[src/rtl/selective_repeat_receive_window_core_defines.svh]
// Assertion macros shared by the receive window RTL.
`ifndef SELECTIVE_REPEAT_RECEIVE_WINDOW_CORE_DEFINES_SVH
`define SELECTIVE_REPEAT_RECEIVE_WINDOW_CORE_DEFINES_SVH

// Property checked on aclk, held off while aresetn is low.
`define SRRW_ASSERT(lbl, prop, msg) \
    lbl: assert property (@(posedge aclk) disable iff (!aresetn) prop) else $error(msg);

// Condition that must never be true on a clock edge outside reset.
`define SRRW_NEVER(lbl, expr, msg) \
    `SRRW_ASSERT(lbl, !(expr), msg)

`endif

[src/rtl/srrw_pkg.sv]
// Shared types and constants of the selective-repeat receive window.
`default_nettype none

package srrw_pkg;

    // Field widths
    localparam int CFG_W      = 5;
    localparam int TYPE_W     = 2;
    localparam int SEQ_W      = 32;
    localparam int LEN_W      = 11;
    localparam int OUT_SLOT_W = 4;
    localparam int TDATA_W    = 48;

    // Window size after reset
    localparam logic [CFG_W-1:0] WIN_RESET = 5'd16;

    // Packet types
    localparam logic [TYPE_W-1:0] REQ_DATA = 2'd0;
    localparam logic [TYPE_W-1:0] REQ_END  = 2'd1;

    // Result kinds
    localparam logic KIND_DELIVER = 1'b0;
    localparam logic KIND_ACK     = 1'b1;

    // Modulo unit: dividend bits consumed per cycle
    localparam int DIV_BITS  = 8;
    localparam int DIV_STEPS = SEQ_W / DIV_BITS;
    localparam int STEP_W    = $clog2(DIV_STEPS);

    // Classified packet passed from front to back
    typedef struct packed {
        logic             is_end;
        logic [SEQ_W-1:0] seq;
        logic [LEN_W-1:0] len;
    } pkt_t;

    // One result word
    typedef struct packed {
        logic                  kind;
        logic [SEQ_W-1:0]      seq;
        logic [OUT_SLOT_W-1:0] slot;
        logic [LEN_W-1:0]      len;
        logic                  done;
        logic                  last;
    } result_t;

    typedef enum logic [1:0] {
        F_IDLE,
        F_DIV,
        F_PUSH
    } front_state_t;

    typedef enum logic [2:0] {
        B_IDLE,
        B_CLASS,
        B_OOW,
        B_DRAIN_RD,
        B_DRAIN_OUT,
        B_ACK,
        B_END
    } back_state_t;

endpackage

`default_nettype wire

[src/rtl/selective_repeat_receive_window_core.sv]
// Top level of the selective-repeat receive window.
//
//  channel  dir  handshake          tdata (low bit up)                     tuser      tlast
//  s_       in   s_tvalid/s_tready  seq_num, checksum_ok, payload_len      req_type   -
//  m_       out  m_tvalid/m_tready  out_seq, out_slot, out_len, out_done   out_kind   out_last
//  cfg_     in   cfg_wr_en          slot count (5 bits)                    -          -
//
// The front holds one packet: it drops a bad word on accept, pushes an END word after accept,
// and runs a data word through the 8-bit-a-cycle slot modulo unit before pushing it. The back
// fetches and classifies, emits acks, and reads each delivered slot's length from the registered
// length RAM first; a drain that stops on an empty slot or a full window also passes that read
// state. A 2-entry queue separates the two; a stalled m_tready holds the back while the front
// keeps accepting until the queue fills. Reset is synchronous and needs no clearing pass.
`default_nettype none

module selective_repeat_receive_window_core import srrw_pkg::*; #(
    parameter int WINDOW = 16
) (
    input  wire logic               aclk,
    input  wire logic               aresetn,
    input  wire logic               cfg_wr_en,
    input  wire logic [CFG_W-1:0]   cfg_wr_data,
    input  wire logic               s_tvalid,
    output logic                    s_tready,
    input  wire logic [TDATA_W-1:0] s_tdata,  // seq_num[31:0], checksum_ok[32], payload_len[43:33]
    input  wire logic [TYPE_W-1:0]  s_tuser,  // req_type[1:0]
    output logic                    m_tvalid,
    input  wire logic               m_tready,
    output logic      [TDATA_W-1:0] m_tdata,  // out_seq[31:0], out_slot[35:32], out_len[46:36], out_done[47]
    output logic      [0:0]         m_tuser,  // out_kind[0]
    output logic                    m_tlast
);

    localparam int SLOT_W = (WINDOW > 1) ? $clog2(WINDOW) : 1;
    localparam int WMAX   = (WINDOW > 31) ? 31 : WINDOW;
    localparam int QDEPTH = 2;
    localparam int QW     = $bits(pkt_t) + SLOT_W;

    logic [CFG_W-1:0]  win_cfg_reg;
    logic [CFG_W-1:0]  win;
    logic              push;
    pkt_t              push_pkt;
    logic [SLOT_W-1:0] push_slot;
    logic              fifo_full;
    logic              pop;
    logic              empty;
    logic [QW-1:0]     pop_data;
    pkt_t              pop_pkt;
    logic [SLOT_W-1:0] pop_slot;

    // Window size register
    always_ff @(posedge aclk) begin
        if (!aresetn) begin
            win_cfg_reg <= WIN_RESET;
        end else if (cfg_wr_en) begin
            win_cfg_reg <= cfg_wr_data;
        end
    end

    // Clamp to the slots available
    always_comb begin
        if (win_cfg_reg == '0) begin
            win = CFG_W'(1);
        end else if (32'(win_cfg_reg) > WMAX) begin
            win = CFG_W'(WMAX);
        end else begin
            win = win_cfg_reg;
        end
    end

    srrw_front #(
        .SLOT_W (SLOT_W)
    ) u_front (
        .aclk      (aclk),
        .aresetn   (aresetn),
        .win       (win),
        .s_tvalid  (s_tvalid),
        .s_tready  (s_tready),
        .s_tdata   (s_tdata),
        .s_tuser   (s_tuser),
        .push      (push),
        .push_pkt  (push_pkt),
        .push_slot (push_slot),
        .fifo_full (fifo_full)
    );

    srrw_fifo #(
        .WIDTH (QW),
        .DEPTH (QDEPTH)
    ) u_queue (
        .aclk      (aclk),
        .aresetn   (aresetn),
        .push      (push),
        .push_data ({push_slot, push_pkt}),
        .full      (fifo_full),
        .pop       (pop),
        .pop_data  (pop_data),
        .empty     (empty)
    );

    assign pop_pkt  = pop_data[$bits(pkt_t)-1:0];
    assign pop_slot = pop_data[QW-1:$bits(pkt_t)];

    srrw_back #(
        .WINDOW (WINDOW),
        .SLOT_W (SLOT_W)
    ) u_back (
        .aclk     (aclk),
        .aresetn  (aresetn),
        .win      (win),
        .empty    (empty),
        .pop      (pop),
        .pop_pkt  (pop_pkt),
        .pop_slot (pop_slot),
        .m_tvalid (m_tvalid),
        .m_tready (m_tready),
        .m_tdata  (m_tdata),
        .m_tuser  (m_tuser),
        .m_tlast  (m_tlast)
    );

endmodule

`default_nettype wire

[src/rtl/srrw_ram.sv]
// Generic single-port-write, single-port-read RAM with registered read data.
`default_nettype none

module srrw_ram #(
    parameter int WIDTH = 8,
    parameter int DEPTH = 16
) (
    input  wire logic                                      aclk,
    input  wire logic                                      we,
    input  wire logic [(DEPTH > 1 ? $clog2(DEPTH) : 1)-1:0] waddr,
    input  wire logic [WIDTH-1:0]                          wdata,
    input  wire logic                                      re,
    input  wire logic [(DEPTH > 1 ? $clog2(DEPTH) : 1)-1:0] raddr,
    output logic      [WIDTH-1:0]                          rdata
);

    logic [WIDTH-1:0] mem [DEPTH];
    logic [WIDTH-1:0] rdata_reg;

    // Write port
    always_ff @(posedge aclk) begin
        if (we) begin
            mem[waddr] <= wdata;
        end
    end

    // Read port, data held until the next read
    always_ff @(posedge aclk) begin
        if (re) begin
            rdata_reg <= mem[raddr];
        end
    end

    assign rdata = rdata_reg;

endmodule

`default_nettype wire

[src/rtl/srrw_fifo.sv]
// Short queue of classified packets between front and back.
`default_nettype none
`include "selective_repeat_receive_window_core_defines.svh"

module srrw_fifo #(
    parameter int WIDTH = 8,
    parameter int DEPTH = 2
) (
    input  wire logic             aclk,
    input  wire logic             aresetn,
    input  wire logic             push,
    input  wire logic [WIDTH-1:0] push_data,
    output logic                  full,
    input  wire logic             pop,
    output logic      [WIDTH-1:0] pop_data,
    output logic                  empty
);

    localparam int PTR_W = (DEPTH > 1) ? $clog2(DEPTH) : 1;
    localparam int CNT_W = $clog2(DEPTH + 1);

    logic [WIDTH-1:0] entry_reg [DEPTH];
    logic [PTR_W-1:0] wr_ptr_reg, wr_ptr_next;
    logic [PTR_W-1:0] rd_ptr_reg, rd_ptr_next;
    logic [CNT_W-1:0] count_reg, count_next;

    assign full     = (count_reg == CNT_W'(DEPTH));
    assign empty    = (count_reg == '0);
    assign pop_data = entry_reg[rd_ptr_reg];

    // Advance pointers and fill count
    always_comb begin
        wr_ptr_next = wr_ptr_reg;
        rd_ptr_next = rd_ptr_reg;
        count_next  = count_reg;
        if (push) begin
            wr_ptr_next = (wr_ptr_reg == PTR_W'(DEPTH - 1)) ? '0 : PTR_W'(wr_ptr_reg + 1'b1);
        end
        if (pop) begin
            rd_ptr_next = (rd_ptr_reg == PTR_W'(DEPTH - 1)) ? '0 : PTR_W'(rd_ptr_reg + 1'b1);
        end
        if (push && !pop) begin
            count_next = CNT_W'(count_reg + 1'b1);
        end else if (pop && !push) begin
            count_next = CNT_W'(count_reg - 1'b1);
        end
    end

    always_ff @(posedge aclk) begin
        if (!aresetn) begin
            wr_ptr_reg <= '0;
            rd_ptr_reg <= '0;
            count_reg  <= '0;
        end else begin
            wr_ptr_reg <= wr_ptr_next;
            rd_ptr_reg <= rd_ptr_next;
            count_reg  <= count_next;
        end
    end

    // Store entries
    always_ff @(posedge aclk) begin
        if (push) begin
            entry_reg[wr_ptr_reg] <= push_data;
        end
    end

    `SRRW_NEVER(a_fifo_no_overflow, push && full, "queue pushed while full")
    `SRRW_NEVER(a_fifo_no_underflow, pop && empty, "queue popped while empty")

endmodule

`default_nettype wire

[src/rtl/srrw_front.sv]
// Front end: accepts packet words, drops bad ones, computes the window slot.
`default_nettype none

module srrw_front import srrw_pkg::*; #(
    parameter int SLOT_W = 4
) (
    input  wire logic               aclk,
    input  wire logic               aresetn,
    input  wire logic [CFG_W-1:0]   win,
    input  wire logic               s_tvalid,
    output logic                    s_tready,
    input  wire logic [TDATA_W-1:0] s_tdata,  // seq_num, checksum_ok, payload_len
    input  wire logic [TYPE_W-1:0]  s_tuser,  // req_type
    output logic                    push,
    output pkt_t                    push_pkt,
    output logic      [SLOT_W-1:0]  push_slot,
    input  wire logic               fifo_full
);

    front_state_t      state_reg, state_next;
    pkt_t              pkt_reg;
    logic [SEQ_W-1:0]  dividend_reg;
    logic [CFG_W-1:0]  rem_reg, rem_next;
    logic [STEP_W-1:0] step_reg;
    logic              accept;
    logic              keep;
    logic              is_data;

    assign s_tready = (state_reg == F_IDLE);
    assign accept   = s_tvalid && s_tready;
    assign is_data  = (s_tuser == REQ_DATA);
    assign keep     = s_tdata[32] && (is_data || (s_tuser == REQ_END));

    // Next state
    always_comb begin
        state_next = state_reg;
        case (state_reg)
            F_IDLE: begin
                if (accept && keep) begin
                    state_next = is_data ? F_DIV : F_PUSH;
                end
            end
            F_DIV: begin
                if (step_reg == STEP_W'(DIV_STEPS - 1)) begin
                    state_next = F_PUSH;
                end
            end
            F_PUSH: begin
                if (!fifo_full) begin
                    state_next = F_IDLE;
                end
            end
            default: state_next = F_IDLE;
        endcase
    end

    // Outputs
    always_comb begin
        push      = (state_reg == F_PUSH) && !fifo_full;
        push_pkt  = pkt_reg;
        push_slot = SLOT_W'(rem_reg);
    end

    // Restoring remainder, several dividend bits a cycle
    always_comb begin
        logic [CFG_W:0]   t;
        logic [CFG_W-1:0] r;
        r = rem_reg;
        for (int k = 0; k < DIV_BITS; k++) begin
            t = {r, dividend_reg[SEQ_W-1-k]};
            if (t >= {1'b0, win}) begin
                r = CFG_W'(t - {1'b0, win});
            end else begin
                r = t[CFG_W-1:0];
            end
        end
        rem_next = r;
    end

    always_ff @(posedge aclk) begin
        if (!aresetn) begin
            state_reg <= F_IDLE;
        end else begin
            state_reg <= state_next;
        end
    end

    // Capture the packet, then step the remainder
    always_ff @(posedge aclk) begin
        if (accept) begin
            pkt_reg.is_end <= !is_data;
            pkt_reg.seq    <= s_tdata[31:0];
            pkt_reg.len    <= s_tdata[43:33];
            dividend_reg   <= s_tdata[31:0];
            rem_reg        <= '0;
            step_reg       <= '0;
        end else if (state_reg == F_DIV) begin
            dividend_reg <= dividend_reg << DIV_BITS;
            rem_reg      <= rem_next;
            step_reg     <= STEP_W'(step_reg + 1'b1);
        end
    end

endmodule

`default_nettype wire

[src/rtl/srrw_back.sv]
// Back end: window state, slot buffering, in-order drain and acks.
`default_nettype none
`include "selective_repeat_receive_window_core_defines.svh"

module srrw_back import srrw_pkg::*; #(
    parameter int WINDOW = 16,
    parameter int SLOT_W = 4
) (
    input  wire logic               aclk,
    input  wire logic               aresetn,
    input  wire logic [CFG_W-1:0]   win,
    input  wire logic               empty,
    output logic                    pop,
    input  wire pkt_t               pop_pkt,
    input  wire logic [SLOT_W-1:0]  pop_slot,
    output logic                    m_tvalid,
    input  wire logic               m_tready,
    output logic      [TDATA_W-1:0] m_tdata,  // out_seq, out_slot, out_len, out_done
    output logic      [0:0]         m_tuser,  // out_kind
    output logic                    m_tlast
);

    back_state_t       state_reg, state_next;
    pkt_t              cur_reg;
    logic [SLOT_W-1:0] cur_slot_reg;
    logic [SEQ_W-1:0]  ne_reg;
    logic              end_seen_reg;
    logic [SEQ_W-1:0]  end_num_reg;
    logic              finished_reg;
    logic [WINDOW-1:0] valid_reg;
    logic [SLOT_W-1:0] slot_reg;
    logic [CFG_W-1:0]  cnt_reg;
    logic              out_valid_reg;
    result_t           out_reg;

    logic              out_free;
    logic [SEQ_W-1:0]  off;
    logic              in_win;
    logic              end_hit;
    logic              drain_stop;
    logic [SEQ_W-1:0]  ne_inc;
    logic              end_after_deliver;
    logic [SLOT_W:0]   slot_p1;
    logic [SLOT_W-1:0] slot_inc;
    logic              ram_we;
    logic              ram_re;
    logic [LEN_W-1:0]  ram_rdata;
    logic              emit;
    result_t           result;

    // Length store, one entry per slot
    srrw_ram #(
        .WIDTH (LEN_W),
        .DEPTH (WINDOW)
    ) u_len_ram (
        .aclk  (aclk),
        .we    (ram_we),
        .waddr (cur_slot_reg),
        .wdata (cur_reg.len),
        .re    (ram_re),
        .raddr (slot_reg),
        .rdata (ram_rdata)
    );

    // Window tests
    assign out_free          = !out_valid_reg || m_tready;
    assign off               = cur_reg.seq - ne_reg;
    assign in_win            = (off < SEQ_W'(win));
    assign end_hit           = end_seen_reg && (ne_reg >= end_num_reg);
    assign drain_stop        = (cnt_reg == win) || !valid_reg[slot_reg];
    assign ne_inc            = ne_reg + 1'b1;
    assign end_after_deliver = end_seen_reg && (ne_inc == end_num_reg);
    assign slot_p1           = {1'b0, slot_reg} + 1'b1;
    assign slot_inc          = (slot_p1 == (SLOT_W + 1)'(win)) ? '0 : slot_p1[SLOT_W-1:0];

    // Next state
    always_comb begin
        state_next = state_reg;
        case (state_reg)
            B_IDLE: begin
                if (!empty) begin
                    state_next = B_CLASS;
                end
            end
            B_CLASS: begin
                if (finished_reg) begin
                    state_next = B_IDLE;
                end else if (cur_reg.is_end) begin
                    state_next = (ne_reg >= cur_reg.seq) ? B_END : B_IDLE;
                end else if (!in_win) begin
                    state_next = B_OOW;
                end else if (off == '0) begin
                    state_next = B_DRAIN_RD;
                end else begin
                    state_next = B_ACK;
                end
            end
            B_OOW: begin
                if (out_free) begin
                    state_next = B_IDLE;
                end
            end
            B_DRAIN_RD: begin
                state_next = drain_stop ? B_ACK : B_DRAIN_OUT;
            end
            B_DRAIN_OUT: begin
                if (out_free) begin
                    state_next = end_after_deliver ? B_ACK : B_DRAIN_RD;
                end
            end
            B_ACK: begin
                if (out_free) begin
                    state_next = end_hit ? B_END : B_IDLE;
                end
            end
            B_END: begin
                if (out_free) begin
                    state_next = B_IDLE;
                end
            end
            default: state_next = B_IDLE;
        endcase
    end

    // Outputs of the sequencer
    always_comb begin
        pop         = (state_reg == B_IDLE) && !empty;
        ram_we      = (state_reg == B_CLASS) && !finished_reg && !cur_reg.is_end && in_win;
        ram_re      = (state_reg == B_DRAIN_RD) && !drain_stop;
        emit        = 1'b0;
        result.kind = KIND_ACK;
        result.seq  = ne_reg;
        result.slot = '0;
        result.len  = '0;
        result.done = 1'b0;
        result.last = 1'b0;
        case (state_reg)
            B_OOW: begin
                emit        = out_free;
                result.last = 1'b1;
            end
            B_DRAIN_OUT: begin
                emit        = out_free;
                result.kind = KIND_DELIVER;
                result.slot = OUT_SLOT_W'(slot_reg);
                result.len  = ram_rdata;
            end
            B_ACK: begin
                emit        = out_free;
                result.last = !end_hit;
            end
            B_END: begin
                emit        = out_free;
                result.seq  = end_num_reg;
                result.done = 1'b1;
                result.last = 1'b1;
            end
            default: emit = 1'b0;
        endcase
    end

    // Window control state
    always_ff @(posedge aclk) begin
        if (!aresetn) begin
            state_reg     <= B_IDLE;
            ne_reg        <= '0;
            end_seen_reg  <= 1'b0;
            end_num_reg   <= '0;
            finished_reg  <= 1'b0;
            valid_reg     <= '0;
            out_valid_reg <= 1'b0;
        end else begin
            state_reg <= state_next;
            // Record the end number
            if ((state_reg == B_CLASS) && !finished_reg && cur_reg.is_end) begin
                end_seen_reg <= 1'b1;
                end_num_reg  <= cur_reg.seq;
            end
            // Mark the buffered slot
            if (ram_we) begin
                valid_reg[cur_slot_reg] <= 1'b1;
            end
            // Release a delivered slot and advance
            if ((state_reg == B_DRAIN_OUT) && out_free) begin
                valid_reg[slot_reg] <= 1'b0;
                ne_reg              <= ne_inc;
            end
            if ((state_reg == B_END) && out_free) begin
                finished_reg <= 1'b1;
            end
            // Output register
            if (emit) begin
                out_valid_reg <= 1'b1;
            end else if (m_tready) begin
                out_valid_reg <= 1'b0;
            end
        end
    end

    // Working packet, drain cursor and result word
    always_ff @(posedge aclk) begin
        if (pop) begin
            cur_reg      <= pop_pkt;
            cur_slot_reg <= pop_slot;
        end
        if (ram_we) begin
            slot_reg <= cur_slot_reg;
            cnt_reg  <= '0;
        end else if ((state_reg == B_DRAIN_OUT) && out_free) begin
            slot_reg <= slot_inc;
            cnt_reg  <= CFG_W'(cnt_reg + 1'b1);
        end
        if (emit) begin
            out_reg <= result;
        end
    end

    assign m_tvalid = out_valid_reg;
    assign m_tdata  = {out_reg.done, out_reg.len, out_reg.slot, out_reg.seq};
    assign m_tuser  = out_reg.kind;
    assign m_tlast  = out_reg.last;

    `SRRW_ASSERT(a_finished_sticky, finished_reg |=> finished_reg, "finished flag dropped")
    `SRRW_ASSERT(a_deliver_valid, (state_reg == B_DRAIN_OUT) |-> valid_reg[slot_reg], "delivering an empty slot")
    `SRRW_ASSERT(a_end_ahead, (state_reg == B_IDLE && end_seen_reg && !finished_reg) |-> (ne_reg < end_num_reg), "end reached without finishing")

endmodule

`default_nettype wire

[config.mk]
export PLATFORM = sky130hd
export DESIGN_NAME = selective_repeat_receive_window_core
export DESIGN_NICKNAME = d
export VERILOG_FILES = /design/src/rtl/srrw_pkg.sv /design/src/rtl/selective_repeat_receive_window_core.sv /design/src/rtl/srrw_ram.sv /design/src/rtl/srrw_fifo.sv /design/src/rtl/srrw_front.sv /design/src/rtl/srrw_back.sv
export VERILOG_INCLUDE_DIRS = /design/src /design/src/rtl
export SDC_FILE = /design/constraint.sdc
export NUM_CORES = 1
export LEC_CHECK = 0
export BUFFER_PORTS_ARGS = -buffer_cell sky130_fd_sc_hd__buf_2
export CAP_MARGIN = 20
export CORE_MARGIN = 5
export CORE_UTILIZATION = 30
export DETAILED_ROUTE_END_ITERATION = 6
export GPL_ROUTABILITY_DRIVEN = 0
export PLACE_DENSITY = 0.52
export SYNTH_ARGS = -nofsm -noshare
export SYNTH_HDL_FRONTEND = slang
export SYNTH_HIERARCHICAL = 1
export SYNTH_SLANG_ARGS = --single-unit
[constraint.sdc]
create_clock -name aclk -period 24.9 [get_ports aclk]
set_clock_uncertainty 0.15 [all_clocks]
set_input_delay 4.98 -clock aclk [delete_from_list [all_inputs] [get_ports aclk]]
set_output_delay 4.98 -clock aclk [all_outputs]
set_load 0.01 [all_outputs]
==> results_dict.tcl <==
set metrics [dict create \
    vias 18577 \
    startpoint_type "flop" \
    io_buffers 107 \
    syn-cell-area_sq_um 28700 \
    critPathMaxStageDelay_ns 0.74 \
    detail-route-antenna-nets 0 \
    min_path_type "reg -> reg" \
    io_pins 112 \
    post-route-min-period_ns 16.33 \
    worstMarginPinSlew_ns 1.06 \
    drtIter0Drc 1335 \
    yosys.area.top_type "edfxtp_1" \
    hold_violations 0 \
    status "finished with violations" \
    hold_ws_ns 0.296 \
    grt_util_all_layers_pct 13.4 \
    route.detailed.drc 10 \
    final_min_period_over_clock_period_pct 65.6 \
    cts-htree-levels 3 \
    synth-seq-cells 571 \
    antenna_found_initial 4 \
    setup_viol 0 \
    cts.path.max_buffers 3 \
    die_area_sq_um 102000 \
    routed_via_density 4.97 \
    yosys_warnings 6 \
    path_clk_slew_ns 0.06 \
    grt.overflow.total 0 \
    syn-num-nets 2507 \
    async_flop_share_pct 0 \
    required_ns 25.24 \
    grt_setup_unrepaired "false" \
    wl_per_cell_um 18.8 \
    crit_type "reg -> reg" \
    relSlewSlack_pct 28.8 \
    grt_pass1_vias 18587 \
    cts_setup_buffers 0 \
    vdd_drop_max_uv 410 \
    row_count 113 \
    cp_max_fo 10 \
    synth_cell_types 107 \
    yosysTopAreaCellShare_pct 48.3 \
    nNetsFinal 2606 \
    clk_latency_ns 0.61 \
    cp-end-kind "flop" \
    fp.dieW_um 319 \
    max_clock_freq_mhz 61.2 \
    drt_first_pass_iters 7 \
    largest_reg_flops 176 \
    grt_pass1_wl_um 109000 \
    root_buffer "clkbuf_16" \
    syn_inst 2322 \
    violations "DRC" \
    worstPathArrival_ns 16.66 \
    grt_max_degree 78 \
    hold_buffers 0 \
    post_cts_resized 0 \
    synth_edf_count 461 \
    critPathMostFrequentCell "inv_1" \
    final.setup.tns_ns 0 \
    core_sq_um 95000 \
    slew_violations 0 \
    power_density_nw_per_um2 143 \
    drt_wl_total_um 70500 \
    ys_top_cells_by_count "edfxtp_1 (461), nand2_1 (232), inv_1 (118)" \
    layout-drive-gt1-share_pct 16.4 \
    area_delta_synth_final_pct 13.9 \
    synth_area_leaders "edfxtp_1 (48%), dfxtp_1 (7.7%), ha_1 (5.1%), mux2_2 (3.1%), nand2_1 (3.0%)" \
    leakagePower_uw 0.0114 \
    ys.flop_type "edfxtp_1" \
    cap_violations 0 \
    syn_area_per_cell_sq_um 12.4 \
    cts_buffers 66 \
    synth_most_common_cell "edfxtp_1" \
    initial_core_util_pct 30.2 \
    die_h_um 319 \
    cts_sinks 571 \
    cts_tree "built" \
    slowest_stage "nor2b_1" \
    dp_hpwl_um 50600 \
    synth_seq_area_share_pct 55.9 \
]
## cell usage in the layout (no fill, tap or decap), types with 11 or more instances in the layout
cell type,count
a21boi_0,43
a21o_1,27
a21oi_1,75
a22oi_1,24
a31oi_1,15
and2_1,44
and3_1,36
and4_1,11
buf_2,107
buf_4,30
clkbuf_1,14
clkbuf_16,68
dfxtp_1,109
edfxtp_1,461
ha_1,116
inv_1,118
mux2_2,78
mux2i_1,24
mux4_1,16
mux4_2,33
nand2_1,231
nand2b_1,23
nand3_1,50
nand4_1,47
nor2_1,85
nor2b_1,28
nor3_1,36
nor4_1,11
o211ai_1,12
o21a_1,28
o21ai_0,87
o21ai_1,31
or3_1,14
xnor2_1,87
xor2_1,41
## metal layers
layer	global-route usage [%]	part of all wire [%]	wire length, um
met4	5.43	3.4	2420
met3	1.97	5.0	3550
met5	0	0.028	20
met1	18.6	46	32400
met2	21.1	45	32000
## power by group
part           leakage, uW  internal [uW]  total (uW)  switching [uW]
Sequential         0.00513           1150        1230            82.2
Combinational      0.00522           1150        2500            1350
Clock              0.00103            552         947             396
## worst max-delay path, delay by kind of cell, from the launching register on
family	cells	cell delay (ns)
simple gates	19	4.59
flops	1	0.50
fa+ha+maj	8	2.65
compound gates	25	5.75
buf+inv	7	1.05
mux	5	1.50
## through the flow
stage	area, sq um	cells	util, %	setup WS [ns]	total power, uW
after floorplan	28700	2322	-	10.72	3290
after detailed placement	30500	3613	32.1	8.85	3730
after global placement	30500	3610	32.1	9.00	3670
after CTS	32600	3732	34.3	8.74	4700
final	32700	3738	34.4	8.57	4670
after global routing	32700	3737	34.4	7.53	5010
## worst paths after layout
path | end | cells after the start | slack, ns | from
worst min register to register | u_back/valid_reg[12] | 2 | 0.30 | u_back/valid_reg[12]
worst min-delay path | u_back/valid_reg[12] | 2 | 0.30 | u_back/valid_reg[12]
worst max register to register | u_front/rem_reg[0] | 64 | 8.57 | win_cfg_reg[4]
worst max-delay path | u_front/rem_reg[0] | 64 | 8.57 | win_cfg_reg[4]
## kinds of logic after synthesis
kind of cell | after synthesis | share of synthesized area [%]
xor+xnor | 128 | 3.91
mux | 162 | 8.50
flops | 571 | 55.9
fa+ha+maj | 125 | 5.69
compound gates | 441 | 10.6
simple gates | 668 | 11.9
buf+inv | 227 | 3.47
## layout make-up
cell class / count / area, sq um
antenna: 1 / 2.50
clock buffer: 83 / 1770
clock inverter: 36 / 344
fill: 9308 / 62300
inverter: 118 / 443
multi-input combinational: 1524 / 11700
sequential: 571 / 16000
tap: 1265 / 1580
timing repair buffer: 140 / 811
No activity file was read; power rests on OpenSTA's default activity.
